==> config.mk <==
export PLATFORM = sky130hd
export DESIGN_NAME = swfl_front
export DESIGN_NICKNAME = d
export VERILOG_FILES = /design/src/hdl/swfl_pkg.sv /design/src/hdl/swfl_front.sv
export SDC_FILE = /design/constraint.sdc
export NUM_CORES = 1
export LEC_CHECK = 0
export BUFFER_PORTS_ARGS = -buffer_cell sky130_fd_sc_hd__buf_2
export CORE_AREA = 3 3 85 87
export DETAILED_ROUTE_END_ITERATION = 10
export DIE_AREA = 0 0 88 90
export GPL_TIMING_DRIVEN = 1
export PLACE_DENSITY = 0.77
export SYNTH_ARGS = -nofsm -noshare
export SYNTH_HDL_FRONTEND = slang
export SYNTH_SLANG_ARGS = --single-unit
==> constraint.sdc <==
create_clock -name clock -period 2.9 [get_ports clock]
set_input_delay 0.58 -clock clock [delete_from_list [all_inputs] [get_ports clock]]
set_output_delay 0.58 -clock clock [all_outputs]
set_load 0.01 [all_outputs]
==> src/hdl/swfl_pkg.sv <==
`default_nettype none
package swfl_pkg;

   localparam int TIME_W   = 32;
   localparam int KEYID_W  = 8;
   localparam int WINDOW_W = 16;
   localparam int MAXF_W   = 5;
   localparam int STATUS_W = 2;
   localparam int RETRY_W  = 16;
   localparam int CSR_IDX_W = 1;

   // op codes
   localparam logic OP_ATTEMPT = 1'b0;
   localparam logic OP_CLEAR   = 1'b1;

   // result status codes
   localparam logic [STATUS_W-1:0] STATUS_ALLOWED = 2'd0;
   localparam logic [STATUS_W-1:0] STATUS_BLOCKED = 2'd1;
   localparam logic [STATUS_W-1:0] STATUS_CLEARED = 2'd2;

   // register indexes
   localparam logic [CSR_IDX_W-1:0] CSR_WINDOW   = 1'd0;
   localparam logic [CSR_IDX_W-1:0] CSR_MAX_FAIL = 1'd1;

   localparam logic [WINDOW_W-1:0] WINDOW_RESET = 16'd300;
   localparam logic [MAXF_W-1:0]   MAXF_RESET   = 5'd5;

   typedef struct packed {
      logic                valid;
      logic [STATUS_W-1:0] status;
      logic [RETRY_W-1:0]  retry;
   } swfl_rsp_type;

endpackage
`default_nettype wire

==> src/hdl/swfl_front.sv <==
`default_nettype none
module swfl_front
   import swfl_pkg::*;
#(
   parameter int KEY_SLOTS = 256,
   parameter int KW = 8
) (
   input  wire logic               clock,
   input  wire logic               reset,
   input  wire logic               start,
   input  wire logic               clearing,
   output logic                    busy,
   input  wire logic               req_op,
   input  wire logic [KEYID_W-1:0] req_key_id,
   input  wire logic [TIME_W-1:0]  req_now_ticks,
   output logic                    q_valid,
   output logic                    q_op,
   output logic [KW-1:0]           q_key,
   output logic [TIME_W-1:0]       q_now,
   input  wire logic               q_pop
);

   localparam int LUT_N = 2 ** KEYID_W;

   logic [KW-1:0]     key_lut [LUT_N];
   logic              op_ff   [2];
   logic [KW-1:0]     key_ff  [2];
   logic [TIME_W-1:0] now_ff  [2];
   logic              wr_ptr_ff, wr_ptr_in;
   logic              rd_ptr_ff, rd_ptr_in;
   logic [1:0]        cnt_ff, cnt_in;
   logic              push;

   // fold the key id onto the slot range
   always_comb begin
      for (int i = 0; i < LUT_N; i++) begin
         key_lut[i] = KW'(i % KEY_SLOTS);
      end
   end

   assign busy    = (cnt_ff == 2'd2) || clearing;
   assign push    = start && !busy;
   assign q_valid = (cnt_ff != 2'd0);
   assign q_op    = op_ff[rd_ptr_ff];
   assign q_key   = key_ff[rd_ptr_ff];
   assign q_now   = now_ff[rd_ptr_ff];

   // advance pointers and fill count
   always_comb begin
      wr_ptr_in = wr_ptr_ff ^ push;
      rd_ptr_in = rd_ptr_ff ^ q_pop;
      cnt_in    = cnt_ff + 2'(push) - 2'(q_pop);
   end

   always_ff @(posedge clock) begin
      if (reset) begin
         wr_ptr_ff <= 1'b0;
         rd_ptr_ff <= 1'b0;
         cnt_ff    <= 2'd0;
      end else begin
         wr_ptr_ff <= wr_ptr_in;
         rd_ptr_ff <= rd_ptr_in;
         cnt_ff    <= cnt_in;
      end
   end

   // hold the classified item in the queue
   always_ff @(posedge clock) begin
      if (push) begin
         op_ff[wr_ptr_ff]  <= req_op;
         key_ff[wr_ptr_ff] <= key_lut[req_key_id];
         now_ff[wr_ptr_ff] <= req_now_ticks;
      end
   end

endmodule
`default_nettype wire

==> impl_metrics.env <==
export IMPL_totalNegativeSetupSlack_ps=0
export IMPL_layout_nets=297
export IMPL_crit_chain="buf_12 -> mux2_2 -> buf_2"
export IMPL_crit_arrival_ps=1500
export IMPL_final_core_utilization=0.640
export IMPL_period_share=0.718
export IMPL_pwr_dens_mw_per_mm2=661
export IMPL_grt_antenna_before_repair=0
export IMPL_yosysSeqAreaShare=0.751
export IMPL_worst_skew_pair_late_latency_ps=340
export IMPL_final_hold_viol_count=0
export IMPL_cts_post_setup_buffers_inserted=0
export IMPL_yosysUniqueCellTypes=16
export IMPL_setup_viol=0
export IMPL_worstHoldStart="req_now_ticks[21]"
export IMPL_min_path_type="in -> reg"
export IMPL_critPathLaunch="rd_ptr_ff$_SDFF_PP0_"
export IMPL_cpMaxStageDelayCell="mux2_2"
export IMPL_synth_largest_area_cell="edfxtp_1"
export IMPL_numPortBuffers=88
export IMPL_skew_ps=5.57
export IMPL_dp_worst_setup_slack_ps=891
export IMPL_number_of_global_route_vias_before_repair=1601
export IMPL_synthesis_instances=150
export IMPL_diodes=0
export IMPL_track_usage=0.132
export IMPL_die_area_sq_mm=0.00792
export IMPL_top_post_synthesis_cells_by_area="edfxtp_1, mux2_4, buf_12, dfxtp_1, ha_1"
export IMPL_clk_transition_reported_paths_ps=80
export IMPL_dieWidth_microns=88
export IMPL_syn_nets=200
export IMPL_timing_max_transition_violations_final=0
export IMPL_drt_drc_violations_left=0
export IMPL_unrepaired_setup_endpoints_after_global_routing="false"
export IMPL_ctsRootBufferMaster="clkbuf_8"
export IMPL_grt_use_met2=0.224
export IMPL_rel_slew_slack=0.721
export IMPL_tightestPinTransition_ps=418
export IMPL_dpl_hpwl_microns=3570
export IMPL_fin_ws_ps=817
export IMPL_reg2reg_from="cnt_ff[1]$_SDFF_PP0_"
export IMPL_global_route_usage_met1=0.143
export IMPL_global_route_met3_usage=0.0347
export IMPL_cts_root_to_sink_buffers=2
export IMPL_grt_overflow=0
export IMPL_cts_sink_count=86
export IMPL_antenna_violating_nets_left=0
export IMPL_drive_gt1_frac=0.595
export IMPL_syn2layout_area_growth_pct=21.4
export IMPL_initialDrtViolationCount=38
export IMPL_critical_path_buf_inv_count=2
export IMPL_cts_tree="done"
export IMPL_fin_crit_ps=2080
export IMPL_critPathRequiredTime_ps=2320
export IMPL_grt_busiest_layer="met2"
export IMPL_cap_viol_max_count=0
export IMPL_cts_repair_resize_count=0
export IMPL_vias_per_cell=4.95
export IMPL_timing_critical_path_fanout_max=42
export IMPL_drt_wl_total_microns=5130
export IMPL_die_h_microns=90
export IMPL_route_vias_total=1627
export IMPL_syn_avg_cell_area_sq_um=22.6
export IMPL_first_pass_grt_wire_length_microns=7620
export IMPL_status="finished, final reports clean"
export IMPL_finalWeightedCongestion=0.726
export IMPL_wl_per_cell_microns=15.6
export IMPL_cts_buffers=9
export IMPL_startpoint_type="flip-flop"
export IMPL_crit_family="buffers and inverters"
export IMPL_synth_ff_latch_count=86
export IMPL_mappedNetlistArea_sq_mm=0.00338
export IMPL_ctsHtreeMaxLevel=3
export IMPL_yosysTopAreaCellShare=0.728
export IMPL_yosysWarningCount=0
export IMPL_fmaxAchievable_mhz=480
export IMPL_critical_path_max_stage_delay_ps=380
export IMPL_num_io_pins=89
export IMPL_critical_path_class="reg -> out"
export IMPL_drt_pre_antenna_iters=4
export IMPL_leakage_uw=0.00165
export IMPL_floorplan_initialDensity=0.527
export IMPL_vdd_ir_drop_max_v=0.000356
export IMPL_rows=29
export IMPL_cts_hold_buffers=0
export IMPL_grt_max_degree=43
export IMPL_core_region_area_sq_mm=0.00642
export IMPL_worstSetupEndpointType="output port"
## placed cells by master (no fill, tap or decap), types with 2 or more instances in the layout
cell / n
buf_12: 3
buf_2: 88
bufinv_16: 2
clkbuf_8: 9
clkinv_4: 2
dfxtp_1: 3
edfxtp_1: 82
ha_1: 2
ha_2: 2
inv_1: 4
mux2_2: 2
mux2_4: 39
nor2_1: 3
## sequential cells by signal (all words and copies together) (netlist names)
name,cells
cnt_ff,2
now_ff,64
op_ff,2
wr_ptr_ff,1
key_ff,16
rd_ptr_ff,1
## through the flow
stage / hold slack [ps] / cells / total power [uW] / area, sq um
floorplan: 532 / 150 / 1760 / 3380
global placement: 575 / 313 / 1870 / 3900
detailed placement: 594 / 313 / 1880 / 3900
CTS: 405 / 329 / 2760 / 4110
global route: 399 / 329 / 2840 / 4110
finish: 424 / 329 / 2720 / 4110
## area by class of cell
cell class,instances,area [sq um]
flip-flops and latches,86,2540
fillers,455,2310
multi-input cells,55,741
repair buffers,91,500
clock buffers,10,128
well taps,77,96.3
clock inverters,6,86.3
inverters,4,15.0
## cell usage after synthesis
cell      instances
buf_12            4
buf_6             1
dfxtp_1           4
edfxtp_1         82
ha_1              4
inv_1             4
mux2_2            2
mux2_4           39
nor2_1            3
nor2b_1           1
o211a_1           1
o211ai_1          1
o21ai_0           1
or2_2             1
xnor2_1           1
xnor3_1           1
## layer usage
| metal | share of wire | routed length [microns] |
|---|---|---|
| met1 | 0.38 | 1970 |
| met2 | 0.53 | 2710 |
| met3 | 0.058 | 296 |
| met4 | 0.030 | 152 |
| met5 | 0 | 0 |
## worst register-to-register path: stages (launching register included)
cell	delay, ps
dfxtp_1	330
inv_1	90
o211a_1	200
ha_2	450
buf_12	260
## path summary, 6_finish.rpt
kind / end / cells after the start / slack [ps]
min: now_ff[0][21]$_DFFE_PP_ / 1 / 420
max reg2reg: now_ff[1][23]$_DFFE_PP_ / 4 / 1260
max: q_key[7] / 3 / 820
min reg2reg: wr_ptr_ff$_SDFF_PP0_ / 3 / 600
## kinds of logic (layout without fill, tap and decap cells)
| group | after synthesis | count (layout) | share of synthesized area |
|---|---|---|---|
| DFF | 86 | 86 | 0.751 |
| muxes | 41 | 41 | 0.180 |
| buffers and inverters | 9 | 111 | 0.0314 |
| and+or+nand+nor | 5 | 5 | 0.00703 |
| adders and majority gates | 4 | 4 | 0.0148 |
| AOI/OAI and AO/OA | 3 | 3 | 0.00665 |
| xor gates and xnor gates | 2 | 2 | 0.00924 |
## report_power, final
part / internal (uW) / switching (uW)
combinational: 206 / 176
clock: 484 / 388
sequential: 1440 / 22.2
total: 2130 / 586
Power figures use the tool's default switching activity.
